==> config.mk <==
export PLATFORM = sky130hd
export DESIGN_NAME = exponent_sr_window_recoder_core
export DESIGN_NICKNAME = d
export VERILOG_FILES = /design/src/rtl/core/esrwr_pkg.sv /design/src/rtl/core/esrwr_ctrl.sv /design/src/rtl/core/esrwr_dpath.sv /design/src/rtl/core/exponent_sr_window_recoder_core.sv
export SDC_FILE = /design/constraint.sdc
export NUM_CORES = 1
export LEC_CHECK = 0
export BUFFER_PORTS_ARGS = -buffer_cell sky130_fd_sc_hd__clkbuf_2
export CAP_MARGIN = 0
export CELL_PAD_IN_SITES_DETAIL_PLACEMENT = 1
export CELL_PAD_IN_SITES_GLOBAL_PLACEMENT = 1
export CORE_MARGIN = 1
export CORE_UTILIZATION = 48
export CTS_CLUSTER_SIZE = 8
export DETAILED_ROUTE_END_ITERATION = 8
export PLACE_DENSITY_LB_ADDON = 0.15
export SYNTH_ARGS = -nofsm -noshare
export SYNTH_HDL_FRONTEND = slang
export SYNTH_SLANG_ARGS = --single-unit
==> constraint.sdc <==
create_clock -name i_clk -period 4.4 [get_ports i_clk]
set_clock_uncertainty 0.2 [all_clocks]
set_input_delay 0.88 -clock i_clk [delete_from_list [all_inputs] [get_ports i_clk]]
set_output_delay 0.88 -clock i_clk [all_outputs]
set_load 0.01 [all_outputs]
==> src/rtl/core/esrwr_pkg.sv <==
// Shared constants, types and helpers of the string-replacement recoder.
package esrwr_pkg;

    localparam int EXP_BITS   = 32;
    localparam int MAX_WINDOW = 5;
    localparam int EXP_W      = 32;
    localparam int WIN_W      = 3;
    localparam int CODE_W     = 3;
    localparam int DIGIT_W    = 5;
    localparam int POS_W      = 5;
    localparam int CNT_W      = $clog2(EXP_BITS + 1);

    localparam logic [CODE_W-1:0] CODE_ZERO = CODE_W'(0);
    localparam logic [CODE_W-1:0] CODE_ONE  = CODE_W'(1);
    localparam logic [CODE_W-1:0] LAST_PASS = CODE_W'(2);

    typedef struct packed {
        logic              load;
        logic              scan;
        logic [CODE_W-1:0] pass;
        logic              win_ok;
        logic              emit;
        logic [POS_W-1:0]  pos;
    } t_cmd;

    typedef struct packed {
        logic hit;
    } t_sts;

    // A code c stands for the digit 2^c - 1, truncated to the port width.
    function automatic logic [DIGIT_W-1:0] digit_of(input logic [CODE_W-1:0] code);
        logic [31:0] full;
        full = (32'd1 << code) - 32'd1;
        return full[DIGIT_W-1:0];
    endfunction

endpackage

==> src/rtl/core/esrwr_ctrl.sv <==
// Controller: window register, pass and position counters, and the sequencing state machine.
module esrwr_ctrl (
    input  logic                          i_clk,
    input  logic                          i_rst_n,
    input  logic                          start,
    output logic                          busy,
    input  logic                          i_cfg_valid,
    output logic                          o_cfg_ready,
    input  logic [esrwr_pkg::WIN_W-1:0]   i_cfg_window_size,
    output esrwr_pkg::t_cmd               o_cmd,
    input  esrwr_pkg::t_sts               i_sts
);
    import esrwr_pkg::*;

    localparam logic [1:0] S_IDLE = 2'd0;
    localparam logic [1:0] S_SCAN = 2'd1;
    localparam logic [1:0] S_EMIT = 2'd2;

    logic [1:0]        r_state, n_state;
    logic [CODE_W-1:0] r_pass,  n_pass;
    logic [CNT_W-1:0]  r_rem,   n_rem;
    logic [WIN_W-1:0]  r_window;
    logic [CODE_W-1:0] eff_win;
    logic [CNT_W-1:0]  step;
    logic [CNT_W-1:0]  rem_left;

    assign busy        = (r_state != S_IDLE);
    assign o_cfg_ready = (r_state == S_IDLE);

    assign eff_win = (int'(r_window) > MAX_WINDOW) ? CODE_W'(MAX_WINDOW) : CODE_W'(r_window);

    assign o_cmd.load   = start && (r_state == S_IDLE);
    assign o_cmd.scan   = (r_state == S_SCAN);
    assign o_cmd.pass   = r_pass;
    assign o_cmd.win_ok = (r_rem >= CNT_W'(r_pass));
    assign o_cmd.emit   = (r_state == S_EMIT);
    assign o_cmd.pos    = POS_W'(r_rem - CNT_W'(1));

    assign step     = i_sts.hit ? CNT_W'(r_pass) : CNT_W'(1);
    assign rem_left = r_rem - step;

    always_comb begin
        n_state = r_state;
        n_pass  = r_pass;
        n_rem   = r_rem;
        unique case (r_state)
            S_IDLE: begin
                if (start) begin
                    n_rem  = CNT_W'(EXP_BITS);
                    n_pass = eff_win;
                    // A window below two leaves plain binary, so go straight to output.
                    n_state = (eff_win >= LAST_PASS) ? S_SCAN : S_EMIT;
                end
            end
            S_SCAN: begin
                n_rem = rem_left;
                if (rem_left == CNT_W'(0)) begin
                    n_rem = CNT_W'(EXP_BITS);
                    if (r_pass == LAST_PASS) begin
                        n_state = S_EMIT;
                    end else begin
                        n_pass = r_pass - CODE_W'(1);
                    end
                end
            end
            S_EMIT: begin
                n_rem = r_rem - CNT_W'(1);
                if (r_rem == CNT_W'(1)) begin
                    n_state = S_IDLE;
                end
            end
            default: begin
                n_state = S_IDLE;
            end
        endcase
    end

    always_ff @(posedge i_clk) begin
        if (!i_rst_n) begin
            r_state  <= S_IDLE;
            r_pass   <= CODE_ZERO;
            r_rem    <= '0;
            r_window <= WIN_W'(3);
        end else begin
            r_state <= n_state;
            r_pass  <= n_pass;
            r_rem   <= n_rem;
            if (i_cfg_valid && o_cfg_ready) begin
                r_window <= i_cfg_window_size;
            end
        end
    end

endmodule

==> src/rtl/core/esrwr_dpath.sv <==
// Datapath: rotating digit-code line, window match and replace, and the result registers.
module esrwr_dpath (
    input  logic                          i_clk,
    input  logic                          i_rst_n,
    input  logic [esrwr_pkg::EXP_W-1:0]   i_exponent,
    input  esrwr_pkg::t_cmd               i_cmd,
    output esrwr_pkg::t_sts               o_sts,
    output logic                          o_valid,
    output logic [esrwr_pkg::DIGIT_W-1:0] o_digit,
    output logic [esrwr_pkg::POS_W-1:0]   o_position,
    output logic                          o_last
);
    import esrwr_pkg::*;

    logic [CODE_W-1:0] r_code [EXP_BITS];
    logic [CODE_W-1:0] n_code [EXP_BITS];
    logic [CODE_W-1:0] mod_code [EXP_BITS];
    logic [EXP_BITS-1:0] r_orig;
    logic                r_live;
    logic                live_now;
    logic                hit;
    logic                r_valid;
    logic [DIGIT_W-1:0]  r_digit;
    logic [POS_W-1:0]    r_pos;
    logic                r_last;

    // The digit under the scan point sits at the top of the line; the window
    // reaches down from there. A run of ones is replaced before the rotation.
    always_comb begin
        hit = i_cmd.win_ok;
        for (int l = 0; l < MAX_WINDOW; l++) begin
            if ((l < int'(i_cmd.pass)) && (r_code[EXP_BITS-1-l] != CODE_ONE)) begin
                hit = 1'b0;
            end
        end
    end

    assign o_sts.hit = hit;

    always_comb begin
        for (int p = 0; p < EXP_BITS; p++) begin
            mod_code[p] = r_code[p];
        end
        if (hit) begin
            for (int l = 0; l < MAX_WINDOW; l++) begin
                if (l + 1 < int'(i_cmd.pass)) begin
                    mod_code[EXP_BITS-1-l] = CODE_ZERO;
                end else if (l + 1 == int'(i_cmd.pass)) begin
                    mod_code[EXP_BITS-1-l] = i_cmd.pass;
                end
            end
        end
    end

    // Rotate left by the window length on a replacement, else by one.
    always_comb begin
        for (int p = 0; p < EXP_BITS; p++) begin
            n_code[p] = r_code[p];
        end
        if (i_cmd.load) begin
            for (int p = 0; p < EXP_BITS; p++) begin
                n_code[p] = i_exponent[p] ? CODE_ONE : CODE_ZERO;
            end
        end else if (i_cmd.scan) begin
            for (int p = 0; p < EXP_BITS; p++) begin
                n_code[p] = mod_code[(p + EXP_BITS - 1) % EXP_BITS];
                for (int s = 2; s <= MAX_WINDOW; s++) begin
                    if (hit && (int'(i_cmd.pass) == s)) begin
                        n_code[p] = mod_code[(p + EXP_BITS - s) % EXP_BITS];
                    end
                end
            end
        end else if (i_cmd.emit) begin
            for (int p = 0; p < EXP_BITS; p++) begin
                n_code[p] = r_code[(p + EXP_BITS - 1) % EXP_BITS];
            end
        end
    end

    // Leading positions above the exponent's top set bit produce no beat.
    assign live_now = r_live || r_orig[EXP_BITS-1];

    always_ff @(posedge i_clk) begin
        for (int p = 0; p < EXP_BITS; p++) begin
            r_code[p] <= n_code[p];
        end
        if (i_cmd.load) begin
            r_orig <= i_exponent[EXP_BITS-1:0];
        end else if (i_cmd.emit) begin
            r_orig <= {r_orig[EXP_BITS-2:0], 1'b0};
        end
        r_digit <= digit_of(r_code[EXP_BITS-1]);
        r_pos   <= i_cmd.pos;
        r_last  <= (i_cmd.pos == POS_W'(0));
    end

    always_ff @(posedge i_clk) begin
        if (!i_rst_n) begin
            r_live  <= 1'b0;
            r_valid <= 1'b0;
        end else begin
            if (i_cmd.load) begin
                r_live <= 1'b0;
            end else if (i_cmd.emit) begin
                r_live <= live_now;
            end
            r_valid <= i_cmd.emit && live_now;
        end
    end

    assign o_valid    = r_valid;
    assign o_digit    = r_digit;
    assign o_position = r_pos;
    assign o_last     = r_last;

endmodule

==> src/rtl/core/exponent_sr_window_recoder_core.sv <==
// Top level of the k-ary string-replacement exponent recoder.
//
// An exponent is taken on a cycle where start is high and busy is low. The
// block then runs one replacement pass per window length, from the window
// register's value (capped at five) down to two; each pass rotates the
// 32-entry digit-code line through the window matcher and covers 32 digit
// positions, one a cycle, or a whole window at once where a run of ones
// fills it and is replaced. An output sweep over the 32 positions follows.
// Busy stays high through the passes and the sweep, and each position
// skipped by a replacement shortens it; with a window below two only the
// sweep runs. The next exponent is taken only once busy is low again, so a
// new exponent is never taken before the last one is through.
// Digits leave on o_digit, o_position and o_last, one beat per cycle marked
// by o_valid, from the exponent's top set bit down to position zero; the
// outputs are registered. A zero exponent gives no beats. The receiver
// cannot stall the output. The window register is written through its own
// valid/ready channel, ready while the block is idle. Reset returns the
// block to idle and the window to three.
module exponent_sr_window_recoder_core (
    input  logic                          i_clk,
    input  logic                          i_rst_n,
    input  logic                          start,
    output logic                          busy,
    input  logic [esrwr_pkg::EXP_W-1:0]   i_exponent,
    input  logic                          i_cfg_valid,
    output logic                          o_cfg_ready,
    input  logic [esrwr_pkg::WIN_W-1:0]   i_cfg_window_size,
    output logic                          o_valid,
    output logic [esrwr_pkg::DIGIT_W-1:0] o_digit,
    output logic [esrwr_pkg::POS_W-1:0]   o_position,
    output logic                          o_last
);
    import esrwr_pkg::*;

    t_cmd cmd;
    t_sts sts;

    esrwr_ctrl u_ctrl (
        .i_clk             (i_clk),
        .i_rst_n           (i_rst_n),
        .start             (start),
        .busy              (busy),
        .i_cfg_valid       (i_cfg_valid),
        .o_cfg_ready       (o_cfg_ready),
        .i_cfg_window_size (i_cfg_window_size),
        .o_cmd             (cmd),
        .i_sts             (sts)
    );

    esrwr_dpath u_dpath (
        .i_clk      (i_clk),
        .i_rst_n    (i_rst_n),
        .i_exponent (i_exponent),
        .i_cmd      (cmd),
        .o_sts      (sts),
        .o_valid    (o_valid),
        .o_digit    (o_digit),
        .o_position (o_position),
        .o_last     (o_last)
    );

endmodule
Word level (Yosys, flattened, before mapping). Memories as Yosys holds them, arrays and structs flattened. Cells that the tools add are included.

Add/subtract/negate cells: 4. Multipliers: 0. Divide/modulo/power cells: 0. Magnitude comparators: 9. Eq/ne operators: 23. Shifts and indexed selects: 1. Mux-type cells: 196. Bitwise operators: 1. Reduce and logical (&&, ||, !) cells: 24.

Operator list (number): $mux W3 (143); $mux W96 (3); $mux W32 (2); $mux W1 (37); $pmux W6 S3 (1); $mux W15 (1); $ne A3 B1 Y1 const B (5); $eq A3 B3 Y1 const A (4); $eq A3 B3 Y1 const B (4); $logic_and A1 B1 Y1 (12); $mux W6 (2); $mux W2 (5); $reduce_and A4 Y1 (2); $eq A6 B1 Y1 const B (1); $ge A6 B3 Y1 (1); $logic_not A6 Y1 (1); $lt A1 B3 Y1 const A (2); $lt A2 B3 Y1 const A (2); $lt A3 B3 Y1 const A (2); $ne A2 B2 Y1 const B (3); $pmux W2 S3 (1); $pmux W3 S2 (1); $reduce_bool A2 Y1 (3); $sub A6 B1 Y6 const B (1); 18 further kinds (19).

Register bits after elaboration: 59. Latch bits: 0. Memory bits (writable): 96. Memory bits (read-only): 0. Input port bits: 39. Output and inout bits: 14. Logic and storage cells: 269. Memories: 1.

Memories: u_dpath.r_code (depth 32, bits a word 3, read ports 32, clocked after memory_dff 0, write ports 32, line esrwr_dpath.sv:15) `logic [CODE_W-1:0] r_code [EXP_BITS];`.

Logic depth before layout (Yosys ltp). Gate-level depths: netlist of run 1. An unclocked memory read counts as a cell.

Word-level depth: 15. Mapped depth: 19. Gate-level depth less buffers: 16.

Hierarchy. A second synthesis of run 1 with hierarchy kept.

Cell total of the unflattened synthesis: 1186. Area total of the unflattened synthesis: 10258.6 um^2.

By module, submodules not included: esrwr_dpath (instances 1, cells each 1025, area each 9007.4 um^2, sequential area each 3463.3 um^2); esrwr_ctrl (instances 1, cells each 161, area each 1251.2 um^2, sequential area each 280.3 um^2).

Worst setup path after synthesis of run 1. Ideal clock, no wire load.

Kind: flip-flop to flip-flop. Start point: register u_ctrl.r_pass[1]. End point: register u_ctrl.r_pass[1]. Setup time: 0.074 ns. Arrival: 3.713 ns. Data required time: 4.126 ns. Path slack: 0.413 ns. Stages on the path, launching flop included: 18. Path buffers: 3. Clock period less this slack: 3.987 ns. Cells stage by stage: dfxtp_1 clkbuf_1 inv_1 ha_1 a21oi_1 o21a_1 buf_2 nor2_1 buf_2 nand2_1 ha_1 fa_1 nor2b_1 nor3_1 xnor2_1 nand4_1 or4_1 a31oi_1.

Longest elaborated chain between the ends: 12. Elaborated cells between the ends (all ways): 27. Those cells by class: 2 x add/sub; 6 x order compare; 3 x eq/ne; 9 x mux; 7 x reduce/logical.

RTL lines: start, declared (line esrwr_ctrl.sv:20) `logic [CODE_W-1:0] r_pass, n_pass;`; start signal, assigned (line esrwr_ctrl.sv:86) `r_pass <= n_pass;`; parallel branches: the longest is 12 deep, another holds $ge A6 B3 Y1.

Several ways; the timed one is not identified. The select of a mux whose other input is x is not followed. A chain may end at the register's enable or synchronous reset.

==> summary by stage, run 1 <==
Outcome
The flow ran to the end, and the final reports show no timing, DRC or antenna violations.

Timing
The final period demand of the worst path is 4060 ps. The highest clock rate is between 200 and 250 MHz. At the pin with the least slew margin, the transition time is about 930 ps. The setup TNS is 0 ps. Of the available clock period, the critical path in the final layout requires 0.922. On the final layout, the worst hold slack is approximately 290 ps. The count of endpoints failing hold in the final timing report came to 0.

Measured against its own limit, the worst slew margin works out to 0.377. The max-slew violation count was 0. Setup violations remaining at the end of the flow were counted as 0. Setup repair after global routing left no endpoint under its margin.

Drt
The total number of vias is ~11000. The residual DRC count is 0. The wire length reported by the detailed router is around 36000 um. Dividing the detail-routed via count by the number of cells gives 6.88.

The length of the first detailed-routing pass in iterations is 7. The first-iteration detailed-routing DRC count is 1081. The count of nets left with antenna violations once routing finished came out at 0.

The average wire per standard cell is 23.2 um.

Synthesis
The number of enable-type register cells in the synthesized netlist is between 60 and 70. For this run, the leading register cell type out of synthesis is sky130_fd_sc_hd__dfxtp_1. After synthesis the cells add up to roughly 11000 um^2. The share of the synthesized area in the top cell type is 0.183. The average size of a mapped cell is 8.27 um^2. After synthesis, the share of flip-flops with an asynchronous set or reset is 0. During synthesis, Yosys emitted a total of 0 warnings. When the netlist entered floorplanning its net count stood at around 1300. The sequential share of the synthesized area is 0.356. The count of distinct cell types in the synthesized netlist is 77. Counting flops and latches in the post-synthesis netlist gives 155.

Synthesis handed over a netlist of between 1000 and 1500 instances. By area the synthesized netlist is led by sky130_fd_sc_hd__edfxtp_1 18%, sky130_fd_sc_hd__dfxtp_1 17%, sky130_fd_sc_hd__nand2_1 7.9%, sky130_fd_sc_hd__o21ai_0 3.8%, sky130_fd_sc_hd__a2bb2oi_1 3.7%. Of all cell types, the one taking the most synthesized area is sky130_fd_sc_hd__edfxtp_1.

Global route
The first global-routing pass estimated slightly below 60000 um of wire. For this run, the total global-route usage over all layers was measured as 0.325. The number of global-route vias before repair is roughly 10000. The number of antenna violations at the first check in global routing was 0. The total congestion overflow after global routing is 0. The largest net degree at the start of global routing is between 70 and 80.

Final layout
The count of fill cells added during filler insertion is about 2500. The most common cell after layout, fill and taps aside is sky130_fd_sc_hd__nand2_1. The top cell types in the final layout, fill and taps aside, are 221 x sky130_fd_sc_hd__nand2_1, 91 x sky130_fd_sc_hd__dfxtp_1, 79 x sky130_fd_sc_hd__o21ai_0, 64 x sky130_fd_sc_hd__edfxtp_1, 52 x sky130_fd_sc_hd__clkbuf_2.

The antenna diode count is 0. Of the cells placed in the final design, the portion with a size suffix greater than 1 is 0.121. Leaving out filler cells and counting taps, the final layout contains roughly 1500.

The total non-filler cell area in the finished layout is roughly 11000 um^2. The relative area change from synthesis to final layout is 9.27%. The net count of the finished layout is between 1000 and 1500.

CTS
In this run the post-CTS setup repair buffer count came out at 0. The clock tree from TritonCTS is built. The sink count of the clock tree is around 160. The quantity of gates resized following cts is 0. The insertion delay of the later-clocked pin in the worst-skew pair is between 400 and 500 ps. Counting the buffers created by CTS gives 17. The number of hold buffers added after CTS is 0. The master cell of the clock root buffer is sky130_fd_sc_hd__clkbuf_16.

The clock tree synthesis step divided the H-tree into 4 levels. The clock passes through at most 2 buffers. The clock transition at the registers of the reported paths is approximately 70 ps.

Setup path
The launching point of the worst reg2reg path is u_ctrl.r_pass[2]$_SDFFE_PN0P_. The critical path is of the register to register type. Data on the critical path is required at its endpoint by 4490 ps. The startpoint kind of the worst setup timing path is a register. The category of the worst setup path capture point is a register. Across all register-to-register paths, the minimum setup slack is ~340 ps. The endpoint of the worst register-to-register path is u_dpath.r_code[1][19]$_SDFFE_PP0P_. The launch point of the worst path is u_ctrl.r_pass[2]$_SDFFE_PN0P_. The data arrival time of the worst path is between 4000 and 5000 ps. In this run the worst path has a maximum fanout of 54. The timing endpoint of the critical path is u_dpath.r_code[1][19]$_SDFFE_PP0P_.

The worst register-to-register path has a depth of 9.

Floorplanning
For this design the top-level I/O count stands at 53. The area enclosed by the die boundary is 22500 um^2. The core footprint is between 20000 and 25000 um^2.

The die is around 150 um wide. The overall die height is approximately 150 um. The starting density of the core is 0.495.

The floorplan has 53 rows.

Pwr
The static leakage is 0.00421 uW. The overall power consumption is approximately 11000 uW. The worst-case vdd ir drop is 0.334 mV. Dividing total power by cell area gives a power density of roughly 930 nW/um^2.

Placement
Detailed placement ended at an HPWL of ~23000 um. Routability-driven placement finished with a final weighted congestion of 0.945. Input and output buffers added on the ports amount to between 50 and 60.

The number of cells after detailed placement is approximately 1500. Summing all placed instances gives a cell area of about 11000 um^2.

Hold path
The path class of the tightest hold or removal check is register to register.

Job
The max-capacitance violation count is 0.
## per-layer routing
| layer | vias to the layer above | share of wire | GRT usage |
|---|---|---|---|
| met4 | 0 | 0.017 | 0.104 |
| met5 | - | 0 | 0 |
| met1 | 5310 | 0.45 | 0.454 |
| met2 | 406 | 0.47 | 0.510 |
| li1 | 4853 | - | - |
| met3 | 49 | 0.069 | 0.0530 |
## sequential cells by signal, summed over array words and instances (netlist names)
name and flops:
u_dpath.r_code 96, u_dpath.r_orig 32, u_ctrl.r_rem 6, u_dpath.o_digit 5, u_dpath.o_position 5, u_ctrl.r_pass 3
u_ctrl.r_window 3, u_ctrl.r_state 2, u_dpath.o_last 1, u_dpath.o_valid 1, u_dpath.r_live 1
## cell type report
class                           count  area (um^2)  area share
Clock buffer                       18          429      0.0374
Inverter                           29          109     0.00948
Multi-Input combinational cell    959         6130       0.534
Clock inverter                     14          144      0.0125
Timing Repair Buffer               93          581      0.0506
Tap cell                          275          344      0.0300
Sequential cell                   155         3740       0.326
## where the power goes
group | internal [uW] | switching [uW] | total (uW)
clock | 837 | 656 | 1490
combinational | 2140 | 3850 | 5990
sequential | 2380 | 844 | 3220
## logic make-up (layout without fill, tap and decap cells)
| family | after synthesis | count (layout) | synth area share |
|---|---|---|---|
| and+or+nand+nor | 411 | 411 | 0.181 |
| xor gates and xnor gates | 9 | 9 | 0.00750 |
| adders and majority gates | 19 | 19 | 0.0233 |
| AOI/OAI and AO/OA | 516 | 516 | 0.364 |
| muxes | 4 | 4 | 0.00393 |
| DFF | 155 | 155 | 0.356 |
| buffers and inverters | 157 | 154 | 0.0641 |
## stage by stage
stage,util,setup WS [ps]
final,0.541,343
after global routing,0.541,94.8
after CTS,0.541,417
after detailed placement,0.514,461
after global placement,0.514,653
after floorplan,-,413
## how the worst min path moves through the flow
stage / cells past startpoint / startpoint / endpoint
after floorplan: 2 / u_ctrl.r_window[0]$_SDFFE_PN1P_ / u_ctrl.r_window[0]$_SDFFE_PN1P_
after global placement: 2 / u_ctrl.r_window[0]$_SDFFE_PN1P_ / u_ctrl.r_window[0]$_SDFFE_PN1P_
after detailed placement: 2 / u_ctrl.r_window[0]$_SDFFE_PN1P_ / u_ctrl.r_window[0]$_SDFFE_PN1P_
after CTS: 2 / u_ctrl.r_window[0]$_SDFFE_PN1P_ / u_ctrl.r_window[0]$_SDFFE_PN1P_
after global routing: 2 / u_ctrl.r_window[1]$_SDFFE_PN1P_ / u_ctrl.r_window[1]$_SDFFE_PN1P_
final: 2 / u_ctrl.r_window[0]$_SDFFE_PN1P_ / u_ctrl.r_window[0]$_SDFFE_PN1P_
## synthesized netlist by cell type (17+ instances only)
| library cell | n |
|---|---|
| sky130_fd_sc_hd__nand3_1 | 38 |
| sky130_fd_sc_hd__o211ai_1 | 24 |
| sky130_fd_sc_hd__nand2_1 | 222 |
| sky130_fd_sc_hd__o221ai_1 | 26 |
| sky130_fd_sc_hd__dfxtp_1 | 91 |
| sky130_fd_sc_hd__a211oi_1 | 47 |
| sky130_fd_sc_hd__a22o_1 | 34 |
| sky130_fd_sc_hd__clkbuf_1 | 85 |
| sky130_fd_sc_hd__o21ai_0 | 79 |
| sky130_fd_sc_hd__a31oi_1 | 20 |
| sky130_fd_sc_hd__o2bb2ai_1 | 17 |
| sky130_fd_sc_hd__and3_1 | 33 |
| sky130_fd_sc_hd__a2bb2oi_1 | 44 |
| sky130_fd_sc_hd__ha_1 | 18 |
| sky130_fd_sc_hd__nor2_1 | 51 |
| sky130_fd_sc_hd__a21oi_1 | 48 |
| sky130_fd_sc_hd__o22ai_1 | 27 |
| sky130_fd_sc_hd__inv_1 | 27 |
| sky130_fd_sc_hd__edfxtp_1 | 64 |
| sky130_fd_sc_hd__buf_2 | 22 |
| sky130_fd_sc_hd__a22oi_1 | 38 |
## worst max-delay path, cell delays in order (launching register included)
cell                       delay, ps
sky130_fd_sc_hd__dfxtp_1         560
sky130_fd_sc_hd__inv_1           230
sky130_fd_sc_hd__ha_1            260
sky130_fd_sc_hd__nor4_1          340
sky130_fd_sc_hd__o21ai_1         360
sky130_fd_sc_hd__nand3_2         200
sky130_fd_sc_hd__buf_4           520
sky130_fd_sc_hd__nand3_2         640
sky130_fd_sc_hd__a211oi_1        500
sky130_fd_sc_hd__a211oi_2         70
Note: power is estimated with default switching activity, not from simulation.
==> run 2: changes to the inputs <==
--- a/config.mk
+++ b/config.mk
@@ -13,6 +13,7 @@
 export CORE_UTILIZATION = 48
 export CTS_CLUSTER_SIZE = 8
 export DETAILED_ROUTE_END_ITERATION = 8
+export MAX_ROUTING_LAYER = met4
 export PLACE_DENSITY_LB_ADDON = 0.15
 export SYNTH_ARGS = -nofsm -noshare
 export SYNTH_HDL_FRONTEND = slang
==> run 2 against run 1 <==
Sequential share of layout area is essentially flat. Register-to-register slack lost 40 ps. Final area is essentially flat. Worst hold slack lost 1.9 ps.
==> summary by stage, run 2 (synthesized netlist as in run 1, its figures left out) <==
Outcome
The run finished with clean final reports.

Global route
The global routing usage on met2 was 0.533 (+0.0229). The global routing usage on met1 is 0.457 (+0.00253). The global-route total usage across every layer is 0.344 (+0.0182). The layer flagged by global routing as most heavily used is met2. The largest net degree at the start of global routing is 73 (+1.4%). The met3 global-route usage is 0.0491 (-0.00396).

The first-pass GRT wire length is 59100 um (+2.2%). The number of antenna violations at the first check in global routing was 0 (unchanged). The number of global-route vias before repair is 10600 (+2.3%).

The total congestion overflow after global routing is 0 (unchanged).

Final layout
The relative area change from synthesis to final layout was 9.34% (about the same). The net total in the final layout is 1312 (-0.076%). The fraction of layout cells with a size suffix above 1 is 0.122 (+0.000885). The total non-filler cell area in the finished layout is 11500 um^2 (about the same).

The flip-flop count of the largest register after layout came to 96 (unchanged). The top cell types in the final layout, fill and taps aside, are 221 x sky130_fd_sc_hd__nand2_1, 91 x sky130_fd_sc_hd__dfxtp_1, 79 x sky130_fd_sc_hd__o21ai_0, 64 x sky130_fd_sc_hd__edfxtp_1, 52 x sky130_fd_sc_hd__clkbuf_2. The register name with the most flops is u_dpath.r_code.

The antenna diode count is 0 (unchanged). The most common cell after layout, fill and taps aside is sky130_fd_sc_hd__nand2_1. The final core area utilization is 0.541 (about the same). In the final layout, the registers with the most flip-flops are u_dpath.r_code: 96 flops, u_dpath.r_orig: 32 flops, u_ctrl.r_rem: 6 flops.

Timing
The number of setup violations in the final report is 0 (unchanged). The slew at the pin with the worst max-slew slack came to 887 ps (-40.2 ps). The final hold slack is 283 ps (-1.93 ps). Setup repair after global routing left no endpoint under its margin. The setup TNS is 0 ps (unchanged).

The final period demand of the worst path is 4090 ps (+36.1 ps). The relative slew slack was 0.404 (+0.0270). The final critical-path setup slack is 307 ps (-36.1 ps).

The max-slew violation count is 0 (unchanged). The post-route clock period utilization is 0.930 (+0.00819). The count of endpoints failing hold in the final timing report is 0 (unchanged). The highest clock rate is 244 MHz (-0.88%).

Pwr
The worst-case vdd ir drop is 0.393 mV (+18%). The cell area power density came to 944 nW/um^2 (+1.2%). The static leakage was 0.00421 uW (+0.18%).

CTS
The master cell of the clock root buffer is sky130_fd_sc_hd__clkbuf_16. The number of buffers on the longest clock path is 2 (unchanged). The H-tree depth was 4 (unchanged).

The clock transition at the registers of the reported paths was 70 ps (about the same). The CTS buffer count is 17 (unchanged). The clock tree from TritonCTS is built. The sink count of the clock tree is 155 (unchanged). The number of hold buffers added after CTS came to 0 (unchanged).

The quantity of gates resized following cts is 0 (unchanged). The number of setup buffers added after CTS is 0 (unchanged). The insertion delay of the later-clocked pin in the worst-skew pair is 440 ps (about the same).

Placement
The number of port buffers was 52 (unchanged). The final estimated routing congestion in global placement is 0.954 (+0.96%). The post-place instance area is 10900 um^2 (about the same).

The worst setup slack before clock tree synthesis is 485 ps (+23.8 ps). The post-DP HPWL is 22600 um (-0.20%).

Setup path
The register-to-register path setup slack came to 310 ps (-40 ps). The data arrival time of the worst path is 4250 ps (+100 ps). The maximum fanout along the worst path is 10 (-81%). The critical path required time is 4560 ps (+70 ps). The worst setup path is captured at a register. The startpoint kind of the worst setup timing path is a register.

The class of the most critical setup path is register to register.

Drt
The post-detailed-route count of antenna-violating nets is 0 (unchanged). The residual DRC count is 0 (unchanged). The average wire per standard cell is 23.7 um (+2.5%).

The average vias per placed instance is 6.98 (+1.4%). The length of the first detailed-routing pass in iterations is 7 (unchanged). The total number of vias is 10800 (+1.3%). The first-iteration detailed-routing DRC count is 1083 (+0.19%). The wire length reported by the detailed router came to 36600 um (+2.5%).

Floorplanning
The core footprint is 21200 um^2 (unchanged). The count of boundary I/O pins is 53 (unchanged). The area enclosed by the die boundary is 22500 um^2 (unchanged). The number of cell rows is 53 (unchanged). The horizontal die dimension came to 150 um (unchanged). The overall die height is 150 um (unchanged). The starting density of the core is 0.495 (unchanged).

Job
The max-capacitance violation count is 0 (unchanged).

Hold path
The path category of the worst min-delay check is register to register.
## run 2: changes by cell type in the layout (fill, tap and decap cells not counted), sizes merged
cell	before	now
inv	31	35
buf	41	40
clkbuf	70	69
clkinv	7	4
## run 2: cell type report
class | count | area (um^2)
clock inverters | 15 | 163
well taps | 275 | 344
flip-flops and latches | 155 | 3740
fillers | 2581 | 9730
inverters | 29 | 109
clock buffers | 17 | 425
multi-input cells | 959 | 6130
repair buffers | 92 | 573
## run 2: worst paths after layout
kind | from | endpoint | cells after the start
max | u_ctrl.r_pass[2]$_SDFFE_PN0P_ | u_ctrl.r_pass[1]$_SDFFE_PN0P_ | 14
min | u_ctrl.r_window[0]$_SDFFE_PN1P_ | u_ctrl.r_window[0]$_SDFFE_PN1P_ | 2
min reg2reg | u_ctrl.r_window[0]$_SDFFE_PN1P_ | u_ctrl.r_window[0]$_SDFFE_PN1P_ | 2
max reg2reg | u_ctrl.r_pass[2]$_SDFFE_PN0P_ | u_ctrl.r_pass[1]$_SDFFE_PN0P_ | 14
## run 2: metrics by stage
stage,instances,power (uW)
6_report,1542,10800
4_1_cts,1542,10800
2_1_floorplan,1271,7310
3_5_place_dp,1510,9160
5_1_grt,1542,11500
3_3_place_gp,1510,8970
## run 2: routing by layer
metal  up-vias  share of wire
met5         -              0
met4         0          0.023
met3        73          0.071
met2       475           0.47
met1      5354           0.44
li1       4855              -
## run 2: power by group
part | switching, uW | internal [uW] | total, uW | leakage (uW)
Sequential | 858 | 2380 | 3240 | 0.00138
Combinational | 3930 | 2140 | 6070 | 0.00256
Clock | 686 | 850 | 1540 | 0.000281
## run 2: critical path, stage by stage, from the launching register on
cell and delay [ps]:
sky130_fd_sc_hd__dfxtp_1 520, sky130_fd_sc_hd__inv_1 230, sky130_fd_sc_hd__ha_1 340, sky130_fd_sc_hd__inv_1 50, sky130_fd_sc_hd__o21a_1 190, sky130_fd_sc_hd__nor2_1 290
sky130_fd_sc_hd__nand2_1 140, sky130_fd_sc_hd__ha_1 240, sky130_fd_sc_hd__fa_1 420, sky130_fd_sc_hd__nor2b_1 130, sky130_fd_sc_hd__nor3_1 60, sky130_fd_sc_hd__xnor2_1 260
sky130_fd_sc_hd__nand4_1 260, sky130_fd_sc_hd__or4_1 530, sky130_fd_sc_hd__a31oi_1 170
